===== config.mk =====
export PLATFORM = sky130hd
export DESIGN_NAME = bqe_axis_pipe
export DESIGN_NICKNAME = d
export VERILOG_FILES = /design/src/hw/rtl/bqe_pkg.sv /design/src/hw/rtl/bqe_axis_pipe.sv
export SDC_FILE = /design/constraint.sdc
export NUM_CORES = 2
export LEC_CHECK = 0
export ABC_CLOCK_PERIOD_IN_PS = 14000
export BUFFER_PORTS_ARGS = -buffer_cell sky130_fd_sc_hd__buf_2
export CORE_ASPECT_RATIO = 1.2
export CORE_MARGIN = 2
export CORE_UTILIZATION = 35
export CTS_CLUSTER_SIZE = 20
export DETAILED_ROUTE_END_ITERATION = 8
export SYNTH_ARGS = -nofsm -noshare
export SYNTH_HDL_FRONTEND = slang
export SYNTH_SLANG_ARGS = --single-unit

===== constraint.sdc =====
create_clock -name clk_i -period 14 [get_ports clk_i]
set_input_delay 0.7 -clock clk_i [delete_from_list [all_inputs] [get_ports clk_i]]
set_output_delay 0.7 -clock clk_i [all_outputs]
set_load 0.01 [all_outputs]

===== src/hw/rtl/bqe_pkg.sv =====
// ----------------------------------------------------------------------------
// bqe_pkg
// Shared types, widths and corner tables for the billboard quad expander.
// ----------------------------------------------------------------------------
`default_nettype none

package bqe_pkg;

  // Fixed-point formats
  localparam int VECTOR_FRAC_BITS = 14;
  localparam int VEC_W   = 16;                    // camera vector component
  localparam int COORD_W = 32;                    // Q16.16 coordinate
  localparam int SCALE_W = COORD_W + 1;           // +/- half size, exact
  localparam int PROD_W  = VEC_W + SCALE_W;       // full product
  localparam int TERM_W  = PROD_W - VECTOR_FRAC_BITS;
  localparam int SUM_W   = ((TERM_W > COORD_W) ? TERM_W : COORD_W) + 2;

  localparam int CFG_IDX_W  = 3;
  localparam int CORNER_W   = 3;

  localparam logic [VEC_W-1:0]    VEC_ONE     = VEC_W'(1 << VECTOR_FRAC_BITS);
  localparam logic [VEC_W-1:0]    VEC_ZERO    = '0;
  localparam logic [CORNER_W-1:0] CORNER_LAST = CORNER_W'(5);

  // Register map
  typedef enum logic [CFG_IDX_W-1:0] {
    REG_RIGHT_X = 3'd0,
    REG_RIGHT_Y = 3'd1,
    REG_RIGHT_Z = 3'd2,
    REG_UP_X    = 3'd3,
    REG_UP_Y    = 3'd4,
    REG_UP_Z    = 3'd5
  } bqe_reg_e;

  // Camera basis
  typedef struct packed {
    logic signed [VEC_W-1:0] right_x;
    logic signed [VEC_W-1:0] right_y;
    logic signed [VEC_W-1:0] right_z;
    logic signed [VEC_W-1:0] up_x;
    logic signed [VEC_W-1:0] up_y;
    logic signed [VEC_W-1:0] up_z;
  } bqe_cam_t;

  // Sideband that travels with each vertex
  typedef struct packed {
    logic                tex_u;
    logic                tex_v;
    logic [CORNER_W-1:0] corner;
    logic                quad_done;
    logic                frame_end;
  } bqe_tag_t;

  // One corner issued into the vertex datapath
  typedef struct packed {
    logic                      valid;
    logic signed [COORD_W-1:0] center_x;
    logic signed [COORD_W-1:0] center_y;
    logic signed [COORD_W-1:0] center_z;
    logic signed [SCALE_W-1:0] scale_r;
    logic signed [SCALE_W-1:0] scale_u;
    bqe_tag_t                  tag;
  } bqe_issue_t;

  // Per-corner attributes: negate right, negate up, u, v
  typedef struct packed {
    logic neg_r;
    logic neg_u;
    logic tex_u;
    logic tex_v;
  } bqe_corner_t;

  function automatic bqe_corner_t corner_attr(input logic [CORNER_W-1:0] k);
    bqe_corner_t c;
    case (k)
      3'd0:    c = '{neg_r: 1'b1, neg_u: 1'b1, tex_u: 1'b0, tex_v: 1'b1};
      3'd1:    c = '{neg_r: 1'b1, neg_u: 1'b0, tex_u: 1'b0, tex_v: 1'b0};
      3'd2:    c = '{neg_r: 1'b0, neg_u: 1'b1, tex_u: 1'b1, tex_v: 1'b1};
      3'd3:    c = '{neg_r: 1'b0, neg_u: 1'b1, tex_u: 1'b1, tex_v: 1'b1};
      3'd4:    c = '{neg_r: 1'b1, neg_u: 1'b0, tex_u: 1'b0, tex_v: 1'b0};
      3'd5:    c = '{neg_r: 1'b0, neg_u: 1'b0, tex_u: 1'b1, tex_v: 1'b0};
      default: c = '{neg_r: 1'b0, neg_u: 1'b0, tex_u: 1'b0, tex_v: 1'b0};
    endcase
    return c;
  endfunction

endpackage

`default_nettype wire


===== src/hw/rtl/bqe_axis_pipe.sv =====
// ----------------------------------------------------------------------------
// bqe_axis_pipe
// One coordinate axis: multiply, truncate and add, then saturate. Three
// register stages, all moving on the shared advance enable.
// ----------------------------------------------------------------------------
`default_nettype none

module bqe_axis_pipe (
  input  wire logic                               clk_i,
  input  wire logic                               adv_i,
  input  wire logic signed [bqe_pkg::COORD_W-1:0] center_i,
  input  wire logic signed [bqe_pkg::VEC_W-1:0]   vec_r_i,
  input  wire logic signed [bqe_pkg::VEC_W-1:0]   vec_u_i,
  input  wire logic signed [bqe_pkg::SCALE_W-1:0] scale_r_i,
  input  wire logic signed [bqe_pkg::SCALE_W-1:0] scale_u_i,
  output logic        [bqe_pkg::COORD_W-1:0]      coord_o
);

  localparam int F = bqe_pkg::VECTOR_FRAC_BITS;

  logic signed [bqe_pkg::PROD_W-1:0]  prod_r_q, prod_u_q;
  logic signed [bqe_pkg::PROD_W-1:0]  prod_r_d, prod_u_d;
  logic signed [bqe_pkg::COORD_W-1:0] center_q;
  logic signed [bqe_pkg::TERM_W-1:0]  term_r, term_u;
  logic signed [bqe_pkg::SUM_W-1:0]   sum_q, sum_d;
  logic        [bqe_pkg::COORD_W-1:0] coord_q, coord_d;
  logic                               in_range;

  // Stage 1: full products
  assign prod_r_d = bqe_pkg::PROD_W'(vec_r_i * scale_r_i);
  assign prod_u_d = bqe_pkg::PROD_W'(vec_u_i * scale_u_i);

  always_ff @(posedge clk_i) begin
    if (adv_i) begin
      prod_r_q <= prod_r_d;
      prod_u_q <= prod_u_d;
      center_q <= center_i;
    end
  end

  // Stage 2: drop fraction bits (floor), exact sum
  assign term_r = $signed(prod_r_q[bqe_pkg::PROD_W-1:F]);
  assign term_u = $signed(prod_u_q[bqe_pkg::PROD_W-1:F]);
  assign sum_d  = bqe_pkg::SUM_W'(center_q) + bqe_pkg::SUM_W'(term_r)
                + bqe_pkg::SUM_W'(term_u);

  always_ff @(posedge clk_i) begin
    if (adv_i) begin
      sum_q <= sum_d;
    end
  end

  // Stage 3: clamp to the signed 32-bit range
  assign in_range = (sum_q[bqe_pkg::SUM_W-1:bqe_pkg::COORD_W-1] == '0) ||
                    (sum_q[bqe_pkg::SUM_W-1:bqe_pkg::COORD_W-1] == '1);

  always_comb begin
    if (in_range) begin
      coord_d = sum_q[bqe_pkg::COORD_W-1:0];
    end else if (sum_q[bqe_pkg::SUM_W-1]) begin
      coord_d = {1'b1, {(bqe_pkg::COORD_W-1){1'b0}}};
    end else begin
      coord_d = {1'b0, {(bqe_pkg::COORD_W-1){1'b1}}};
    end
  end

  always_ff @(posedge clk_i) begin
    if (adv_i) begin
      coord_q <= coord_d;
    end
  end

  assign coord_o = coord_q;

endmodule

`default_nettype wire


==> flow_summary.toml <==
[logic_synthesis]
synth_seq_area_share_pct = 11.95
avgSynthCellArea_um2 = 9.703
syn_nets = 5857
synthDistinctLibCells = 59
synth_top_area_share_pct = 48.16
yosysTopAreaCell = "fa_1"
synth_area_leaders = "fa_1 (48%), edfxtp_1 (12%), inv_1 (9.9%)"
synthCells = 4430
synth-seq-cells = 171
yosys_warnings = 0
syn-cell-area_um2 = 42980
async_reset_ff_share_pct = 0
synth_ff_type = "edfxtp_1"
synth_edf_count = 171

[floorplanning]
core_um2 = 121600
rows = 140
die_area_um2 = 125600
ios = 164
die_y_um = 387.9
die_w_um = 323.9
floorplan.initialDensity_pct = 35.36

[setup_path]
max_stage_delay_ns = 0.57
path_cells = "buf_2 -> nand2_1 -> fa_1 -> fa_1 -> fa_1 -> fa_1 -> inv_1 -> fa_1 -> inv_1 -> fa_1 -> inv_1 -> ha_1 -> o2111ai_1 -> nor2_1 -> a221oi_1 -> o31ai_1 -> a221o_2 -> a221o_1 -> a311o_1 -> a211o_2 -> a221oi_2 -> xnor2_1"
cp.required_ns = 14.20
cp.arrival_ns = 8.01
rr_startpoint = "prod_r_q[19]$_DFFE_PP_"
cp_common_cell = "fa_1"
crit_path_start_kind = "input port"
crit_family = "adder cells"
path_class = "in -> reg"
critPathSlowestCell = "fa_1"
endpoint_kind = "flip-flop"
critPathLaunch = "vec_r_i[1]"
path_buf_inv = 4
cp_max_fo = 33

[placement]
gp_congestion = 0.8492
port_buffers = 163
dpl.hpwl_mm = 87.03

[finish]
utilization_pct = 37.75
nNetsFinal = 5876
area_delta_synth_final_pct = 6.754
mostFrequentLayoutCell = "inv_1"
multiInputGateArea_um2 = 32930
regArea_um2 = 5135
fill_cells = 12378
mostFrequentLayoutCells = "inv_1 (1,139), fa_1 (1,034), nand2_1 (610)"
drive_gt1_share_pct = 4.975

[timing]
post-route-period-util_pct = 55.80
finalClockSkew_ns = 0.01418
min_period_ns = 7.812
rsz0062_at_grt = "false"
finalSetupViolations = 0
hold_viol = 0
slew_headroom_pct = 27.65
totalNegativeSetupSlack_ns = 0
fmax_ghz = 0.1280
tightest_slew_ns = 1.076
slew_violations = 0

[detailed_routing]
drt_first_iter_violations = 1419
finalWirelength_mm = 108.8
via_per_inst = 4.802
drc = 0
vias = 29275
met2_length_mm = 56.13
dr.pass1.iters = 7
drt-met1-wl_mm = 45.53
wl_met3_mm = 3.908
ant_nets = 0
routed.top_layer = "met5"
drt-wirelength-per-cell_um = 17.84

[global_routing]
track_usage_pct = 18.19
grt_max_degree = 77
gr-total-overflow = 0
grt_pass1_wl_mm = 177.4
first_global_vias = 32445
antenna_found_initial = 10

[min_path]
hp-start = "center_i[30]"
hp-class = "in -> reg"

[cts]
cts_setup_buffers = 0
ctsHoldBuffers = 0
cts_made_buffers = 17
clock_path_buffers = 2
clk_pin_slew_worst_paths_ns = 0.07
post_cts_resized = 0
clock-sinks = 171
htreeDepth = 4
cts_root_buf = "clkbuf_16"
tritoncts = "done"
clock_latency_ns = 0.46

[outcome]
run_status = "finished, final reports clean"

[flow_run]
maxCapViolCount = 0
## routing by layer
| layer | vias up | global-route usage, % |
|---|---|---|
| met3 | 187 | 1.802 |
| met1 | 15432 | 23.34 |
| met4 | 6 | 5.093 |
| met5 | - | 0 |
| met2 | 646 | 32.37 |
| li1 | 13004 | - |
## Yosys cell counts, types with 14 or more instances
cell type  instances
clkbuf_1         170
nand3_1           16
ha_1             261
nand2_1          610
xnor2_1           82
o21ai_0           43
a21o_1            82
xor2_1            30
nand2b_1          19
inv_1           1139
a21oi_1           79
nor2b_1           18
fa_1            1034
and2_1           422
edfxtp_1         171
nor2_1           101
o21a_1            14
## final cells by class
class                      count  area share (%)
antenna                        1        0.005454
inverter                    1140           9.326
tap                         1633           4.453
clock buffer                  17          0.9271
clock inverter                15          0.3872
multi-input combinational   2946           71.76
timing repair buffer         173           1.955
sequential                   171           11.19
## worst register-to-register path: stages, from the launching register on
cell and delay [ns]:
edfxtp_1 0.45, fa_1 0.50, ha_1 0.34, a21o_1 0.17
a21oi_1 0.35, a31oi_1 0.23, a31o_2 0.33, a31oi_1 0.72
o211ai_1 0.28, a31oi_1 0.27, o22ai_1 0.17, o41ai_1 0.37
xnor2_1 0.12
## worst paths after layout
check	cells past startpoint	slack (ns)	end
hold reg to reg	1	0.52	coord_o[3]$_DFFE_PP_
setup / recovery	22	6.19	prod_r_q[47]$_DFFE_PP_
hold / removal	1	0.41	center_q[30]$_DFFE_PP_
setup reg to reg	12	9.47	sum_q[30]$_DFFE_PP_
## state kept, by name (all words and copies together), names as in the netlist
register,cells
sum_q,37
prod_u_q,35
coord_o,32
prod_r_q,35
center_q,32
## cell families after synthesis
logic type                 count (synthesis)  share of synthesized area [%]
AOI/OAI and AO/OA                        300                          4.695
DFF                                      171                          11.95
and+or+nand+nor                         1239                          13.85
buffers and inverters                   1313                          11.47
xor gates and xnor gates                 112                          2.282
adders and majority gates               1295                          55.76
## per-stage QoR
| stage | hold WS (ns) | cells | setup WS [ns] | cell area (µm²) |
|---|---|---|---|---|
| 5_1_grt | 0.3870 | 6095 | 5.708 | 45880 |
| 2_1_floorplan | 0.4951 | 4430 | 6.811 | 42980 |
| 4_1_cts | 0.3771 | 6095 | 6.120 | 45880 |
| 3_5_place_dp | 0.5041 | 6063 | 5.611 | 45280 |
| 3_3_place_gp | 0.5007 | 6063 | 5.676 | 45280 |
| 6_report | 0.4138 | 6096 | 6.188 | 45890 |
Power is left out: the tool's default activity adds up to more than one toggle a clock period on the data nets, which glitch-free logic cannot reach.
