### src/hw/rtl/bqe_pkg.sv
// ----------------------------------------------------------------------------
// bqe_pkg
// Shared types, widths and corner tables for the billboard quad expander.
// ----------------------------------------------------------------------------
`default_nettype none

package bqe_pkg;

  // Fixed-point formats
  localparam int VECTOR_FRAC_BITS = 14;
  localparam int VEC_W   = 16;                    // camera vector component
  localparam int COORD_W = 32;                    // Q16.16 coordinate
  localparam int SCALE_W = COORD_W + 1;           // +/- half size, exact
  localparam int PROD_W  = VEC_W + SCALE_W;       // full product
  localparam int TERM_W  = PROD_W - VECTOR_FRAC_BITS;
  localparam int SUM_W   = ((TERM_W > COORD_W) ? TERM_W : COORD_W) + 2;

  localparam int CFG_IDX_W  = 3;
  localparam int CORNER_W   = 3;

  localparam logic [VEC_W-1:0]    VEC_ONE     = VEC_W'(1 << VECTOR_FRAC_BITS);
  localparam logic [VEC_W-1:0]    VEC_ZERO    = '0;
  localparam logic [CORNER_W-1:0] CORNER_LAST = CORNER_W'(5);

  // Register map
  typedef enum logic [CFG_IDX_W-1:0] {
    REG_RIGHT_X = 3'd0,
    REG_RIGHT_Y = 3'd1,
    REG_RIGHT_Z = 3'd2,
    REG_UP_X    = 3'd3,
    REG_UP_Y    = 3'd4,
    REG_UP_Z    = 3'd5
  } bqe_reg_e;

  // Camera basis
  typedef struct packed {
    logic signed [VEC_W-1:0] right_x;
    logic signed [VEC_W-1:0] right_y;
    logic signed [VEC_W-1:0] right_z;
    logic signed [VEC_W-1:0] up_x;
    logic signed [VEC_W-1:0] up_y;
    logic signed [VEC_W-1:0] up_z;
  } bqe_cam_t;

  // Sideband that travels with each vertex
  typedef struct packed {
    logic                tex_u;
    logic                tex_v;
    logic [CORNER_W-1:0] corner;
    logic                quad_done;
    logic                frame_end;
  } bqe_tag_t;

  // One corner issued into the vertex datapath
  typedef struct packed {
    logic                      valid;
    logic signed [COORD_W-1:0] center_x;
    logic signed [COORD_W-1:0] center_y;
    logic signed [COORD_W-1:0] center_z;
    logic signed [SCALE_W-1:0] scale_r;
    logic signed [SCALE_W-1:0] scale_u;
    bqe_tag_t                  tag;
  } bqe_issue_t;

  // Per-corner attributes: negate right, negate up, u, v
  typedef struct packed {
    logic neg_r;
    logic neg_u;
    logic tex_u;
    logic tex_v;
  } bqe_corner_t;

  function automatic bqe_corner_t corner_attr(input logic [CORNER_W-1:0] k);
    bqe_corner_t c;
    case (k)
      3'd0:    c = '{neg_r: 1'b1, neg_u: 1'b1, tex_u: 1'b0, tex_v: 1'b1};
      3'd1:    c = '{neg_r: 1'b1, neg_u: 1'b0, tex_u: 1'b0, tex_v: 1'b0};
      3'd2:    c = '{neg_r: 1'b0, neg_u: 1'b1, tex_u: 1'b1, tex_v: 1'b1};
      3'd3:    c = '{neg_r: 1'b0, neg_u: 1'b1, tex_u: 1'b1, tex_v: 1'b1};
      3'd4:    c = '{neg_r: 1'b1, neg_u: 1'b0, tex_u: 1'b0, tex_v: 1'b0};
      3'd5:    c = '{neg_r: 1'b0, neg_u: 1'b0, tex_u: 1'b1, tex_v: 1'b0};
      default: c = '{neg_r: 1'b0, neg_u: 1'b0, tex_u: 1'b0, tex_v: 1'b0};
    endcase
    return c;
  endfunction

endpackage

`default_nettype wire

### src/hw/rtl/bqe_cfg_regs.sv
// ----------------------------------------------------------------------------
// bqe_cfg_regs
// Camera right and up vector registers behind a valid/ready write port.
// ----------------------------------------------------------------------------
`default_nettype none

module bqe_cfg_regs (
  input  wire logic                           clk_i,
  input  wire logic                           rst_ni,
  input  wire logic                           cfg_valid_i,
  output logic                                cfg_ready_o,
  input  wire logic [bqe_pkg::CFG_IDX_W-1:0]  cfg_index_i,
  input  wire logic [bqe_pkg::VEC_W-1:0]      cfg_data_i,
  output bqe_pkg::bqe_cam_t                   cam_o
);

  bqe_pkg::bqe_cam_t cam_q, cam_d;

  // Always ready; decode the index, ignore unmapped ones
  assign cfg_ready_o = 1'b1;

  always_comb begin
    cam_d = cam_q;
    if (cfg_valid_i) begin
      case (bqe_pkg::bqe_reg_e'(cfg_index_i))
        bqe_pkg::REG_RIGHT_X: cam_d.right_x = cfg_data_i;
        bqe_pkg::REG_RIGHT_Y: cam_d.right_y = cfg_data_i;
        bqe_pkg::REG_RIGHT_Z: cam_d.right_z = cfg_data_i;
        bqe_pkg::REG_UP_X:    cam_d.up_x    = cfg_data_i;
        bqe_pkg::REG_UP_Y:    cam_d.up_y    = cfg_data_i;
        bqe_pkg::REG_UP_Z:    cam_d.up_z    = cfg_data_i;
        default:              cam_d         = cam_q;
      endcase
    end
  end

  always_ff @(posedge clk_i or negedge rst_ni) begin
    if (!rst_ni) begin
      cam_q.right_x <= bqe_pkg::VEC_ONE;
      cam_q.right_y <= bqe_pkg::VEC_ZERO;
      cam_q.right_z <= bqe_pkg::VEC_ZERO;
      cam_q.up_x    <= bqe_pkg::VEC_ZERO;
      cam_q.up_y    <= bqe_pkg::VEC_ONE;
      cam_q.up_z    <= bqe_pkg::VEC_ZERO;
    end else begin
      cam_q <= cam_d;
    end
  end

  assign cam_o = cam_q;

endmodule

`default_nettype wire

### config.mk
export PLATFORM = sky130hd
export DESIGN_NAME = bqe_cfg_regs
export DESIGN_NICKNAME = d
export VERILOG_FILES = /design/src/hw/rtl/bqe_pkg.sv /design/src/hw/rtl/bqe_cfg_regs.sv
export SDC_FILE = /design/constraint.sdc
export NUM_CORES = 1
export LEC_CHECK = 0
export BUFFER_PORTS_ARGS = -buffer_cell sky130_fd_sc_hd__buf_2
export CORE_MARGIN = 2
export CORE_UTILIZATION = 50
export CTS_CLUSTER_DIAMETER = 80
export CTS_CLUSTER_SIZE = 10
export DETAILED_ROUTE_END_ITERATION = 8
export GPL_ROUTABILITY_DRIVEN = 0
export PLACE_DENSITY = 0.75
export REMOVE_ABC_BUFFERS = 1
export SLEW_MARGIN = 20
export SYNTH_ARGS = -nofsm -noshare
export SYNTH_HDL_FRONTEND = slang
export SYNTH_SLANG_ARGS = --single-unit
export TNS_END_PERCENT = 100
### constraint.sdc
create_clock -name clk_i -period 1 [get_ports clk_i]
set_input_delay 0.25 -clock clk_i [delete_from_list [all_inputs] [get_ports clk_i]]
set_output_delay 0.25 -clock clk_i [all_outputs]
set_load 0.02 [all_outputs]
==> run metrics, run 1 <==
FF+latch count, synth 96; routed via count ~2400; post-synthesis cell area roughly 0.0037 mm2; Residual DRC 0; top cells by area, synth dfrtp_1 (64%), mux2_2 (29%), buf_6 (2.1%), dfstp_2 (1.4%), nand4b_2 (0.81%); # diodes 0; commonest non-fill, non-tap cell in the layout buf_6; register area 0.00240 mm2; Adder-Cell Fraction of Synth Area 0%; die span in y approximately 90 um; crit path max fanout 2; outcome complete, but fails checks; clock latency on the worst-skew pair 350 ps; Starting Density 51.2%; kind of end point of the critical path output pin; mux cell area share after synthesis 29.3%; Filler cells 429; Area Overhead vs Synth 53.4%; failing checks negative setup slack; Synth top area share 63.7%; share of layout cells above drive strength 1 73.7%; CTS Root Cell clkbuf_8; vias per cell 5.07; Finished Cell Area 0.00567 mm2; Cell Int Power roughly 8600 uW; initial antenna violation count 0; largest net degree at the start of global routing 33; Slew Viols, Final 0; cell accounting for the most synthesized area dfrtp_1; Avg Inst Size Synth 17.6 um2; Net Switching 3930 uW; Unique masters post-synth 13; Worst Setup Slack, final -252 ps; combinational power share 37.5%; clock share of power 19.3%; # IOs 119; Starting DRT DRC Count 45; first-pass GRT wire length 13500 um; Largest stage delay, worst path 550 ps; Simple-Gate Fraction of Synth Area 2.47%; Final Net Count 386; commonest cells after routing, fill and taps aside buf_6 (97), dfrtp_1 (94), mux2_2 (60); reg2reg setup slack -50 ps; Die X 89.9 um; main combinational cell family by area after synthesis multiplexers; WL final between 9000 and 10000 um; CTS Buffer Depth 2; Worst path slowest cell dfstp_2; area of the multi-input gates 0.00132 mm2; Rows 31; CP top delay family flip-flops; total core area between 0.007 and 0.008 mm2; Setup violations, final approximately 120; total clock sinks 96; Syn Inst Count 210; PwrDens 2210 mW/mm2; Routed Antenna Nets 0; Req. time, crit path 750 ps; crit path buf inv count 1; Peak VDD IR 1440 uV; switching share of power between 30% and 40%; Total GRT Usage 21.7%; # Max-Cap Violations 0; H-tree levels 3; Largest register FFs between 90 and 100; period utilization 125%; Hold Path Class input port to flip-flop; CTS buffer count 9; IO buf count 117; sequential area share after synthesis 65.1%; overflow left after global routing 0; crit path cell chain buf_6; WS Path Type flip-flop to output pin; fmax between 0.7 and 0.8 GHz; Post-Synth XOR/XNOR Area 0%; hold violation total from the final report 0; RSZ-0062 raised after global routing yes; Worst setup SP type flip-flop; CTS clk-pin slew, worst paths 90 ps; Lkg Pwr ~0.0027 uW; WHS 205 ps; total die area approximately 0.008 mm2; Critical Path AT 1000 ps; Setup Skew 0 ps; Seq pwr share 43.2%; Detailed Routing Iterations Pass 1 4; compound-cell area share of the yosys netlist 0%; vias in the first global route 2453; final core utilization between 70% and 80%; wire per inst 19.5 um; min cycle time layout around 1300 ps; CTS tree done; Ys Warns 0; HPWL Detailed 5250 um; post-place instance area around 0.0045 mm2
-- cell families after synthesis --
logic type | count (synthesis)
multiplexers | 96
AND/OR/NAND/NOR | 6
buffers and inverters | 11
flip-flops | 96
other | 1
-- final timing paths --
check	end	from	depth (start not counted)
max reg2reg	cam_o[93]	cam_o[93]	3
max	cam_o[94]	cam_o[94]	1
max in group asynchronous	cam_o[94]	rst_ni	3
min reg2reg	cam_o[44]	cam_o[44]	1
min in group asynchronous	cam_o[56]	rst_ni	2
min	cam_o[41]	cfg_data_i[9]	2
-- through the flow --
stage	TNS [ps]	cells	power (uW)	setup slack, ps
after global routing	-18030	468	13100	-294
after CTS	-14950	454	12200	-268
after detailed placement	-33340	428	8430	-407
after floorplan	-25770	199	7100	-462
after global placement	-31820	428	8330	-375
final	-14310	468	12500	-252
-- repair_timing --
item,CTS,global route
setup endpoints to repair,121,135
endpoints found under the hold margin,15,0
pin swaps,2,2
gates resized for setup,213,30
hold buffers,1,0
buffers inserted,8,14
cloned,1,1
-- power groups by stage --
stage	clock network (uW)	registers, uW	logic, uW
after CTS	2460	5370	4400
after detailed placement	0	5230	3200
final	2410	5400	4700
after global placement	0	5190	3140
after global routing	2650	5490	4910
after floorplan	0	6300	799
-- cell type report --
type | count | area share, %
Sequential cell | 96 | 42.4
Multi-Input combinational cell | 103 | 23.2
Clock buffer | 13 | 2.98
Clock inverter | 3 | 0.442
Timing Repair Buffer | 154 | 28.7
Tap cell | 99 | 2.19
-- Yosys cell counts --
| cell | count |
|---|---|
| and4bb_1 | 1 |
| and4bb_2 | 2 |
| buf_2 | 2 |
| buf_4 | 1 |
| buf_6 | 7 |
| buf_8 | 1 |
| conb_1 | 1 |
| dfrtp_1 | 94 |
| dfstp_2 | 2 |
| mux2_1 | 1 |
| mux2_2 | 95 |
| nand4b_2 | 2 |
| nor4b_4 | 1 |
-- per-layer routing --
| metal | vias to the layer above | routed length (um) | global-route usage, % |
|---|---|---|---|
| met5 | - | 0 | 0 |
| met4 | 0 | 136 | 8.21 |
| met3 | 13 | 402 | 4.11 |
| met2 | 70 | 4710 | 36.4 |
| met1 | 1235 | 3880 | 28.4 |
| li1 | 1054 | - | - |
(Power assumes the default switching activity.)
==> run 2, diff against run 1 <==
- ABC_CLOCK_PERIOD_IN_PS: not set -> 1000
- CORE_ASPECT_RATIO: not set -> 0.9
==> run metrics, run 2 (same netlist as run 1, synthesis figures left out) <==
largest net degree at the start of global routing 40; Lkg Pwr approximately 0.003 uW; # IOs between 100 and 150; WP depth 1; kind of end point of the critical path output pin; min cycle time layout 1270 ps; fmax 0.787 GHz; # Max-Cap Violations 0; clock latency on the worst-skew pair 350 ps; PwrDens 2270 mW/mm2; RSZ-0062 raised after global routing yes; Finished Cell Area 0.00613 mm2; period utilization 127%; WS Path Type flip-flop to output pin; CTS buffer count 9; total die area 0.00809 mm2; Setup violations, final between 100 and 150; Filler cells 314; hold path depth 2; Worst Reg-to-Reg Cells 3; CTS Buffer Depth 2; commonest non-fill, non-tap cell in the layout buf_6; initial antenna violation count 0; commonest cells after routing, fill and taps aside buf_6 (99), dfrtp_1 (94), mux2_2 (52); Starting Density 51.9%; overflow left after global routing 0; total clock sinks 96; CTS clk-pin slew, worst paths ~90 ps; Rows 29; Detailed Routing Iterations Pass 1 4; vias per cell 5.23; vias in the first global route about 2800; post-place instance area 0.00451 mm2; first-pass GRT wire length 16000 um; WHS 203 ps; CTS Root Cell clkbuf_8; crit path cell chain buf_6; Total GRT Usage ~27%; Peak VDD IR 1560 uV; Worst path slowest cell dfstp_2; Worst setup SP type flip-flop; Largest stage delay, worst path roughly 550 ps; H-tree levels 3; crit path buf inv count 1; # diodes 0; Slew Viols, Final 0; share of layout cells above drive strength 1 about 76%; Setup Skew 0 ps; outcome complete, but fails checks; Die X 94.6 um; HPWL Detailed 5450 um; routed via count roughly 2600; WL final 10200 um; Worst Setup Slack, final -270 ps; total core area 0.00711 mm2; area of the multi-input gates 0.00135 mm2; failing checks negative setup slack; total negative slack -15380 ps; IO buf count around 120; register area approximately 0.0024 mm2; Residual DRC 0; Area Overhead vs Synth 66.0%; Req. time, crit path 750 ps; hold violation total from the final report 0; die span in y around 86 um; reg2reg setup slack -40 ps; CTS tree done; Largest register FFs 96; Hold Path Class input port to flip-flop; wire per inst 20.5 um; Routed Antenna Nets 0; Critical Path AT approximately 1000 ps; crit path max fanout 2; Starting DRT DRC Count 38; CP top delay family flip-flops; Final Net Count between 400 and 500
## run 2: cell types whose count changed in the layout (fill, tap and decap cells not counted)
cell and change:
clkinv_4 -2, bufinv_16 +4, buf_6 +2, and4bb_2 -2, mux2_4 +8, clkbuf_8 -2, and4bb_4 +2, clkbuf_16 -1
buf_16 +2, buf_8 +3, buf_12 +4, mux2_2 -8, buf_4 +24
## run 2: layout make-up
type | count | area share, %
multi-input cells | 103 | 22.1
clock inverters | 5 | 2.08
clock buffers | 11 | 2.31
repair buffers | 188 | 32.4
well taps | 93 | 1.90
flip-flops and latches | 96 | 39.2
## run 2: routing by layer
metal | vias to the layer above | GRT usage [%] | routed length, um
li1 | 1120 | - | -
met1 | 1367 | 33.9 | 3990
met2 | 95 | 44.9 | 5420
met3 | 11 | 9.14 | 653
met4 | 0 | 6.59 | 119
met5 | - | 0 | 0
## run 2: per-stage QoR
stage	setup slack (ps)	power, uW	utilization [%]	instances
after CTS	-281	13400	83.0	467
after global placement	-386	8350	63.4	424
after detailed placement	-433	8440	63.4	424
after floorplan	-462	7100	-	199
after global routing	-312	14500	86.2	496
final	-270	13900	86.2	496
## run 2: final timing paths
check / from / to
min reg2reg: cam_o[38] / cam_o[38]
max reg2reg: cam_o[89] / cam_o[89]
min: cfg_data_i[0] / cam_o[48]
min in group asynchronous: rst_ni / cam_o[57]
max: cam_o[30] / cam_o[30]
max in group asynchronous: rst_ni / cam_o[94]
## run 2: repair_timing
item                                    4_1_cts  5_1_grt
buffers inserted                             22       33
endpoints found under the setup margin      139      139
gates cloned                                  4        0
pin swaps                                     4        4
gates resized for setup                     252       11
hold endpoints to repair                     94        0
hold buffers                                  1        0
## run 2: power by group
part	internal (uW)	switching (uW)	leakage, uW
logic	3060	2110	0.00166
clock network	1980	1290	0.000130
registers	4750	691	0.00115
total	9800	4090	0.00294
