**src/hw/rtl/bqe_pkg.sv**
```systemverilog
// ----------------------------------------------------------------------------
// bqe_pkg
// Shared types, widths and corner tables for the billboard quad expander.
// ----------------------------------------------------------------------------
`default_nettype none

package bqe_pkg;

  // Fixed-point formats
  localparam int VECTOR_FRAC_BITS = 14;
  localparam int VEC_W   = 16;                    // camera vector component
  localparam int COORD_W = 32;                    // Q16.16 coordinate
  localparam int SCALE_W = COORD_W + 1;           // +/- half size, exact
  localparam int PROD_W  = VEC_W + SCALE_W;       // full product
  localparam int TERM_W  = PROD_W - VECTOR_FRAC_BITS;
  localparam int SUM_W   = ((TERM_W > COORD_W) ? TERM_W : COORD_W) + 2;

  localparam int CFG_IDX_W  = 3;
  localparam int CORNER_W   = 3;

  localparam logic [VEC_W-1:0]    VEC_ONE     = VEC_W'(1 << VECTOR_FRAC_BITS);
  localparam logic [VEC_W-1:0]    VEC_ZERO    = '0;
  localparam logic [CORNER_W-1:0] CORNER_LAST = CORNER_W'(5);

  // Register map
  typedef enum logic [CFG_IDX_W-1:0] {
    REG_RIGHT_X = 3'd0,
    REG_RIGHT_Y = 3'd1,
    REG_RIGHT_Z = 3'd2,
    REG_UP_X    = 3'd3,
    REG_UP_Y    = 3'd4,
    REG_UP_Z    = 3'd5
  } bqe_reg_e;

  // Camera basis
  typedef struct packed {
    logic signed [VEC_W-1:0] right_x;
    logic signed [VEC_W-1:0] right_y;
    logic signed [VEC_W-1:0] right_z;
    logic signed [VEC_W-1:0] up_x;
    logic signed [VEC_W-1:0] up_y;
    logic signed [VEC_W-1:0] up_z;
  } bqe_cam_t;

  // Sideband that travels with each vertex
  typedef struct packed {
    logic                tex_u;
    logic                tex_v;
    logic [CORNER_W-1:0] corner;
    logic                quad_done;
    logic                frame_end;
  } bqe_tag_t;

  // One corner issued into the vertex datapath
  typedef struct packed {
    logic                      valid;
    logic signed [COORD_W-1:0] center_x;
    logic signed [COORD_W-1:0] center_y;
    logic signed [COORD_W-1:0] center_z;
    logic signed [SCALE_W-1:0] scale_r;
    logic signed [SCALE_W-1:0] scale_u;
    bqe_tag_t                  tag;
  } bqe_issue_t;

  // Per-corner attributes: negate right, negate up, u, v
  typedef struct packed {
    logic neg_r;
    logic neg_u;
    logic tex_u;
    logic tex_v;
  } bqe_corner_t;

  function automatic bqe_corner_t corner_attr(input logic [CORNER_W-1:0] k);
    bqe_corner_t c;
    case (k)
      3'd0:    c = '{neg_r: 1'b1, neg_u: 1'b1, tex_u: 1'b0, tex_v: 1'b1};
      3'd1:    c = '{neg_r: 1'b1, neg_u: 1'b0, tex_u: 1'b0, tex_v: 1'b0};
      3'd2:    c = '{neg_r: 1'b0, neg_u: 1'b1, tex_u: 1'b1, tex_v: 1'b1};
      3'd3:    c = '{neg_r: 1'b0, neg_u: 1'b1, tex_u: 1'b1, tex_v: 1'b1};
      3'd4:    c = '{neg_r: 1'b1, neg_u: 1'b0, tex_u: 1'b0, tex_v: 1'b0};
      3'd5:    c = '{neg_r: 1'b0, neg_u: 1'b0, tex_u: 1'b1, tex_v: 1'b0};
      default: c = '{neg_r: 1'b0, neg_u: 1'b0, tex_u: 1'b0, tex_v: 1'b0};
    endcase
    return c;
  endfunction

endpackage

`default_nettype wire

```
**src/hw/rtl/bqe_corner_seq.sv**
```systemverilog
// ----------------------------------------------------------------------------
// bqe_corner_seq
// Holds one particle and issues its six corners, one per advancing cycle.
// ----------------------------------------------------------------------------
`default_nettype none

module bqe_corner_seq (
  input  wire logic                               clk_i,
  input  wire logic                               rst_ni,
  input  wire logic                               in_valid_i,
  output logic                                    in_stall_o,
  input  wire logic signed [bqe_pkg::COORD_W-1:0] center_x_i,
  input  wire logic signed [bqe_pkg::COORD_W-1:0] center_y_i,
  input  wire logic signed [bqe_pkg::COORD_W-1:0] center_z_i,
  input  wire logic signed [bqe_pkg::COORD_W-1:0] half_size_i,
  input  wire logic                               last_particle_i,
  input  wire logic                               adv_i,
  output bqe_pkg::bqe_issue_t                     issue_o
);

  logic                               busy_q, busy_d;
  logic [bqe_pkg::CORNER_W-1:0]       cnt_q, cnt_d;
  logic signed [bqe_pkg::COORD_W-1:0] cx_q, cy_q, cz_q, size_q;
  logic                               last_q;
  logic                               issue;
  logic                               final_corner;
  logic                               accept;
  logic signed [bqe_pkg::SCALE_W-1:0] scale_pos, scale_neg;
  bqe_pkg::bqe_corner_t               attr;

  assign issue        = busy_q & adv_i;
  assign final_corner = (cnt_q == bqe_pkg::CORNER_LAST);

  // Take the next particle as the final corner of the current one leaves
  assign in_stall_o = busy_q & ~(issue & final_corner);
  assign accept     = in_valid_i & ~in_stall_o;

  always_comb begin
    busy_d = busy_q;
    cnt_d  = cnt_q;
    if (accept) begin
      busy_d = 1'b1;
      cnt_d  = '0;
    end else if (issue) begin
      if (final_corner) begin
        busy_d = 1'b0;
      end else begin
        cnt_d = cnt_q + bqe_pkg::CORNER_W'(1);
      end
    end
  end

  always_ff @(posedge clk_i or negedge rst_ni) begin
    if (!rst_ni) begin
      busy_q <= 1'b0;
      cnt_q  <= '0;
    end else begin
      busy_q <= busy_d;
      cnt_q  <= cnt_d;
    end
  end

  // Capture the particle
  always_ff @(posedge clk_i) begin
    if (accept) begin
      cx_q   <= center_x_i;
      cy_q   <= center_y_i;
      cz_q   <= center_z_i;
      size_q <= half_size_i;
      last_q <= last_particle_i;
    end
  end

  // Form +s and -s at full width so the most negative size negates exactly
  assign scale_pos = bqe_pkg::SCALE_W'(size_q);
  assign scale_neg = -scale_pos;
  assign attr      = bqe_pkg::corner_attr(cnt_q);

  always_comb begin
    issue_o.valid         = busy_q;
    issue_o.center_x      = cx_q;
    issue_o.center_y      = cy_q;
    issue_o.center_z      = cz_q;
    issue_o.scale_r       = attr.neg_r ? scale_neg : scale_pos;
    issue_o.scale_u       = attr.neg_u ? scale_neg : scale_pos;
    issue_o.tag.tex_u     = attr.tex_u;
    issue_o.tag.tex_v     = attr.tex_v;
    issue_o.tag.corner    = cnt_q;
    issue_o.tag.quad_done = final_corner;
    issue_o.tag.frame_end = final_corner & last_q;
  end

endmodule

`default_nettype wire

```
**config.mk**
```make
export PLATFORM = sky130hd
export DESIGN_NAME = bqe_corner_seq
export DESIGN_NICKNAME = d
export VERILOG_FILES = /design/src/hw/rtl/bqe_pkg.sv /design/src/hw/rtl/bqe_corner_seq.sv
export SDC_FILE = /design/constraint.sdc
export NUM_CORES = 1
export LEC_CHECK = 0
export BUFFER_PORTS_ARGS = -buffer_cell sky130_fd_sc_hd__buf_2
export CORE_AREA = 2 2 117 119
export DETAILED_ROUTE_END_ITERATION = 8
export DIE_AREA = 0 0 119 121
export MAX_ROUTING_LAYER = met4
export PLACE_DENSITY = 0.83
export SLEW_MARGIN = 20
export SYNTH_ARGS = -nofsm -noshare
export SYNTH_HDL_FRONTEND = slang
export SYNTH_SLANG_ARGS = --single-unit
```
**constraint.sdc**
```tcl
create_clock -name clk_i -period 11.1 [get_ports clk_i]
set_clock_uncertainty 0.15 [all_clocks]
set_input_delay 0 -clock clk_i [delete_from_list [all_inputs] [get_ports clk_i]]
set_output_delay 0 -clock clk_i [all_outputs]
set_load 0.1 [all_outputs]
```
==> report_table.html <==
<table>
<tr><th>Metric</th><th>Value</th></tr>
<tr><th colspan="2">Clocking</th></tr>
<tr><td>Number of CTS-inserted buffers</td><td>17</td></tr>
<tr><td>Root Buffer</td><td>sky130_fd_sc_hd__clkbuf_16</td></tr>
<tr><td>Clock tree from TritonCTS</td><td>yes</td></tr>
<tr><td>CTS max path bufs</td><td>2</td></tr>
<tr><td>Post-cts gate resize count</td><td>0</td></tr>
<tr><td>Number of H-tree branching levels</td><td>4</td></tr>
<tr><td>Number of clock sinks</td><td>133</td></tr>
<tr><td>Total setup buffers inserted after CTS</td><td>0</td></tr>
<tr><td>Clock slew at reported path FFs</td><td>70 ps</td></tr>
<tr><td>Worst skew pair latency</td><td>400 ps</td></tr>
<tr><th colspan="2">Setup path</th></tr>
<tr><td>Path type of the worst setup path</td><td>flip-flop to primary output</td></tr>
<tr><td>CP Data Arrival Time</td><td>3320 ps</td></tr>
<tr><td>Number of buffer and inverter instances along the worst setup path</td><td>3</td></tr>
<tr><td>Destination of the worst register-to-register timing path</td><td>size_q[13]</td></tr>
<tr><td>Kind of launch point of the worst setup path</td><td>flip-flop</td></tr>
<tr><td>Critical Path End Type</td><td>primary output</td></tr>
<tr><td>Top cell family by delay on the critical path</td><td>buffers and inverters</td></tr>
<tr><td>Largest incremental delay on the critical path</td><td>600 ps</td></tr>
<tr><td>Startpoint of the worst-slack reg-to-reg timing path</td><td>cnt_q[1]</td></tr>
<tr><td>Largest fanout on the critical path</td><td>29</td></tr>
<tr><td>Register-to-Register Setup Slack</td><td>7800 ps</td></tr>
<tr><td>R2R cell count</td><td>8</td></tr>
<tr><td>Slowest library cell on the worst path</td><td>sky130_fd_sc_hd__inv_1</td></tr>
<tr><td>Cell chain of the critical path</td><td>inv_1, ha_1, nor2_1, nor2_1, nor2_1, inv_1, o21ai_0, xnor2_1, buf_2</td></tr>
<tr><td>Crit path required time</td><td>10950 ps</td></tr>
<tr><td>Most numerous cell on the critical path</td><td>sky130_fd_sc_hd__nor2_1</td></tr>
<tr><th colspan="2">Detailed routing</th></tr>
<tr><td>Via count of the routed design</td><td>5004</td></tr>
<tr><td>Violation count after the first detailed-route iteration</td><td>369</td></tr>
<tr><td>Routed wire per std cell</td><td>20.10 microns</td></tr>
<tr><td>Routed Antenna Nets</td><td>0</td></tr>
<tr><td>Final wirelength</td><td>20.04 mm</td></tr>
<tr><td>DR DRC count</td><td>0</td></tr>
<tr><td>Vias per inst</td><td>5.019</td></tr>
<tr><td>Count of TritonRoute iterations in the first routing pass</td><td>5</td></tr>
<tr><th colspan="2">Placed design</th></tr>
<tr><td>Post-placement worst setup slack</td><td>7859 ps</td></tr>
<tr><td>Last weighted congestion value of the routability-driven placer</td><td>0.8681</td></tr>
<tr><td>IO buf count</td><td>303</td></tr>
<tr><td>Total half-perimeter wirelength after legalization and detailed placement</td><td>12.45 mm</td></tr>
<tr><th colspan="2">Synth</th></tr>
<tr><td>Synth Area in XOR/XNOR</td><td>0.09545</td></tr>
<tr><td>Average cell area after synthesis</td><td>14.88 sq um</td></tr>
<tr><td>Library cell occupying the most area in the post-synthesis netlist</td><td>sky130_fd_sc_hd__edfxtp_1</td></tr>
<tr><td>Area share of the largest cell type after synthesis</td><td>0.7036</td></tr>
<tr><td>Basic-gate share of the synthesized area counting and, or, nand and nor cells</td><td>0.08977</td></tr>
<tr><td>Most frequent cells after synthesis</td><td>sky130_fd_sc_hd__edfxtp_1 (129), sky130_fd_sc_hd__xnor2_1 (52), sky130_fd_sc_hd__nand2_1 (37)</td></tr>
<tr><td>Count of flip-flops with a built-in enable after synthesis</td><td>129</td></tr>
<tr><td>Fraction of registers with async set or reset after synthesis</td><td>0.03008</td></tr>
<tr><td>Dominant register cell in the synthesized netlist</td><td>sky130_fd_sc_hd__edfxtp_1</td></tr>
<tr><td>Adder and majority cell fraction of the synthesized area</td><td>0.01364</td></tr>
<tr><td>Compound-cell area share of the yosys netlist</td><td>0.05318</td></tr>
<tr><td>Syn. warnings</td><td>0</td></tr>
<tr><td>Top-count cell post-synth</td><td>sky130_fd_sc_hd__edfxtp_1</td></tr>
<tr><td>Synth area leaders</td><td>sky130_fd_sc_hd__edfxtp_1 (70%), sky130_fd_sc_hd__xnor2_1 (8.3%), sky130_fd_sc_hd__nand2_1 (2.5%)</td></tr>
<tr><td>Share of cell area taken by muxes after synthesis</td><td>0</td></tr>
<tr><td>Cells after synthesis</td><td>370</td></tr>
<tr><td>Total nets after synthesis</td><td>509</td></tr>
<tr><td>Number of distinct library cells after synthesis</td><td>34</td></tr>
<tr><td>Netlist Area Pre-Place</td><td>5505 sq um</td></tr>
<tr><td>Share of the yosys chip area belonging to registers</td><td>0.7218</td></tr>
<tr><td>Number of register bits inferred by synthesis</td><td>133</td></tr>
<tr><td>Main combinational cell family by area after synthesis</td><td>XOR/XNOR gates</td></tr>
<tr><th colspan="2">STA</th></tr>
<tr><td>Final hold violation count</td><td>0</td></tr>
<tr><td>Max Slew Vio Count</td><td>0</td></tr>
<tr><td>Slew of the pin with the lowest slew margin</td><td>1083 ps</td></tr>
<tr><td>Final setup TNS</td><td>0 ps</td></tr>
<tr><td>Fmax</td><td>287.8 MHz</td></tr>
<tr><td>Post-layout min period</td><td>3475 ps</td></tr>
<tr><td>Crit share post-route</td><td>0.3130</td></tr>
<tr><td>Worst max-slew margin expressed relative to the limit</td><td>0.2778</td></tr>
<tr><td>Setup repair after global routing missed its margin</td><td>no</td></tr>
<tr><td>Final setup violation count</td><td>0</td></tr>
<tr><td>Final setup slack of the worst path</td><td>7625 ps</td></tr>
<tr><th colspan="2">Worst hold path</th></tr>
<tr><td>Worst min path class</td><td>input pin to flip-flop</td></tr>
<tr><td>Worst hold stages</td><td>2</td></tr>
<tr><td>Hold wc startpoint</td><td>half_size_i[19]</td></tr>
<tr><td>Destination of the worst hold path</td><td>size_q[19]</td></tr>
<tr><th colspan="2">Finish</th></tr>
<tr><td>Net count of the finished layout</td><td>946</td></tr>
<tr><td>Layout Utilization</td><td>0.6932</td></tr>
<tr><td>P&amp;R area growth vs syn</td><td>64.75%</td></tr>
<tr><td>Layout cell share with drive strength beyond 1</td><td>0.4195</td></tr>
<tr><th colspan="2">Die</th></tr>
<tr><td>Die area</td><td>14400 sq um</td></tr>
<tr><td>Floorplan row count</td><td>42</td></tr>
<tr><td>Initial cell density of the core</td><td>0.4207</td></tr>
<tr><td>Height of the die</td><td>121 microns</td></tr>
<tr><td>Top-Level Pins</td><td>304</td></tr>
<tr><td>DIE WIDTH</td><td>119 microns</td></tr>
<tr><td>Core ar.</td><td>13090 sq um</td></tr>
<tr><th colspan="2">GRT</th></tr>
<tr><td>Global-route wire length before repair</td><td>29.35 mm</td></tr>
<tr><td>Overall Global Routing Usage</td><td>0.2816</td></tr>
<tr><td>Congestion Overflow GR</td><td>0</td></tr>
<tr><td>Pin count of the biggest net entering global routing</td><td>89</td></tr>
<tr><td>Initial antenna violation count</td><td>1</td></tr>
<tr><td>Number of global-route vias before repair</td><td>5121</td></tr>
<tr><th colspan="2">Run status</th></tr>
<tr><td>Outcome</td><td>finished clean</td></tr>
<tr><th colspan="2">Flow run</th></tr>
<tr><td>Reported max-cap violation count</td><td>0</td></tr>
</table>
==> cell type report <==
class	count	area, sq um
Clock buffer	17	425.4
Antenna cell	1	2.502
Timing Repair Buffer	438	2865
Clock inverter	15	155.1
Inverter	10	37.54
Tap cell	176	220.2
Multi-Input combinational cell	207	1390
Fill cell	851	4015
Sequential cell	133	3974
==> logic make-up after synthesis <==
group | after synthesis
flops | 133
compound gates | 46
xor+xnor | 60
buf+inv | 30
simple gates | 95
fa+ha+maj | 6
==> flip-flops by register name, summed over array words and instances, names as in the netlist <==
signal	count
busy_q	1
cnt_q	3
cx_q	32
cy_q	32
cz_q	32
last_q	1
size_q	32
==> per-stage QoR <==
| step | hold WS (ps) | cell area, sq um | cells |
|---|---|---|---|
| floorplan | -445.6 | 5505 | 370 |
| global placement | -338.7 | 7146 | 830 |
| detailed placement | -336.1 | 7146 | 830 |
| CTS | 139.3 | 9067 | 996 |
| global route | 144.4 | 9070 | 997 |
| finish | 150.2 | 9070 | 997 |
==> cells in the final DEF (no fill, tap or decap), types with 2 or more instances in the layout <==
cell type                       netlist  final
sky130_fd_sc_hd__o31ai_1             18     18
sky130_fd_sc_hd__nor3_1               8      8
sky130_fd_sc_hd__edfxtp_1           129    129
sky130_fd_sc_hd__inv_1               10     10
sky130_fd_sc_hd__xor2_1               8      8
sky130_fd_sc_hd__dlygate4sd3_1        0    134
sky130_fd_sc_hd__dfrtp_1              4      4
sky130_fd_sc_hd__o41ai_1              2      2
sky130_fd_sc_hd__o21ai_0             16     16
sky130_fd_sc_hd__clkinvlp_4           0      2
sky130_fd_sc_hd__buf_2                1    303
sky130_fd_sc_hd__clkbuf_16            0     17
sky130_fd_sc_hd__nor2_1              19     19
sky130_fd_sc_hd__a21oi_1              7      7
sky130_fd_sc_hd__nand3_1              6      6
sky130_fd_sc_hd__inv_8                0      4
sky130_fd_sc_hd__nand4_1              5      5
sky130_fd_sc_hd__inv_6                0      6
sky130_fd_sc_hd__a22o_1               2      2
sky130_fd_sc_hd__xnor2_1             52     52
sky130_fd_sc_hd__nor4_4               2      2
sky130_fd_sc_hd__or2_2                2      2
sky130_fd_sc_hd__or3_1                6      6
sky130_fd_sc_hd__ha_1                 6      6
sky130_fd_sc_hd__nand2b_1             2      2
sky130_fd_sc_hd__nand2_1             37     37
==> timing repair <==
item / CTS / global route
endpoints found under the setup margin: 0 / 0
endpoints found under the hold margin: 137 / 0
hold buffers: 134 / 0
==> how the worst max path moves through the flow <==
stage	from	to	slack, ps	depth (start not counted)
finish	cnt_q[0]	issue_o[21]	7630	9
detailed placement	cnt_q[1]	cy_q[14]	7860	8
global route	cnt_q[0]	issue_o[37]	7350	9
global placement	cnt_q[1]	cy_q[16]	8030	8
CTS	cnt_q[0]	issue_o[21]	7570	9
floorplan	cnt_q[0]	cx_q[0]	5790	6
==> routing by layer <==
metal	up-vias	share of wire	track usage
met4	0	0.048	0.1414
met5	-	0	-
met1	2366	0.36	0.3215
met3	66	0.072	0.05686
met2	345	0.52	0.4752
li1	2227	-	-
Power is left out: the tool's default activity adds up to more than one toggle a clock period on the data nets, which glitch-free logic cannot reach.
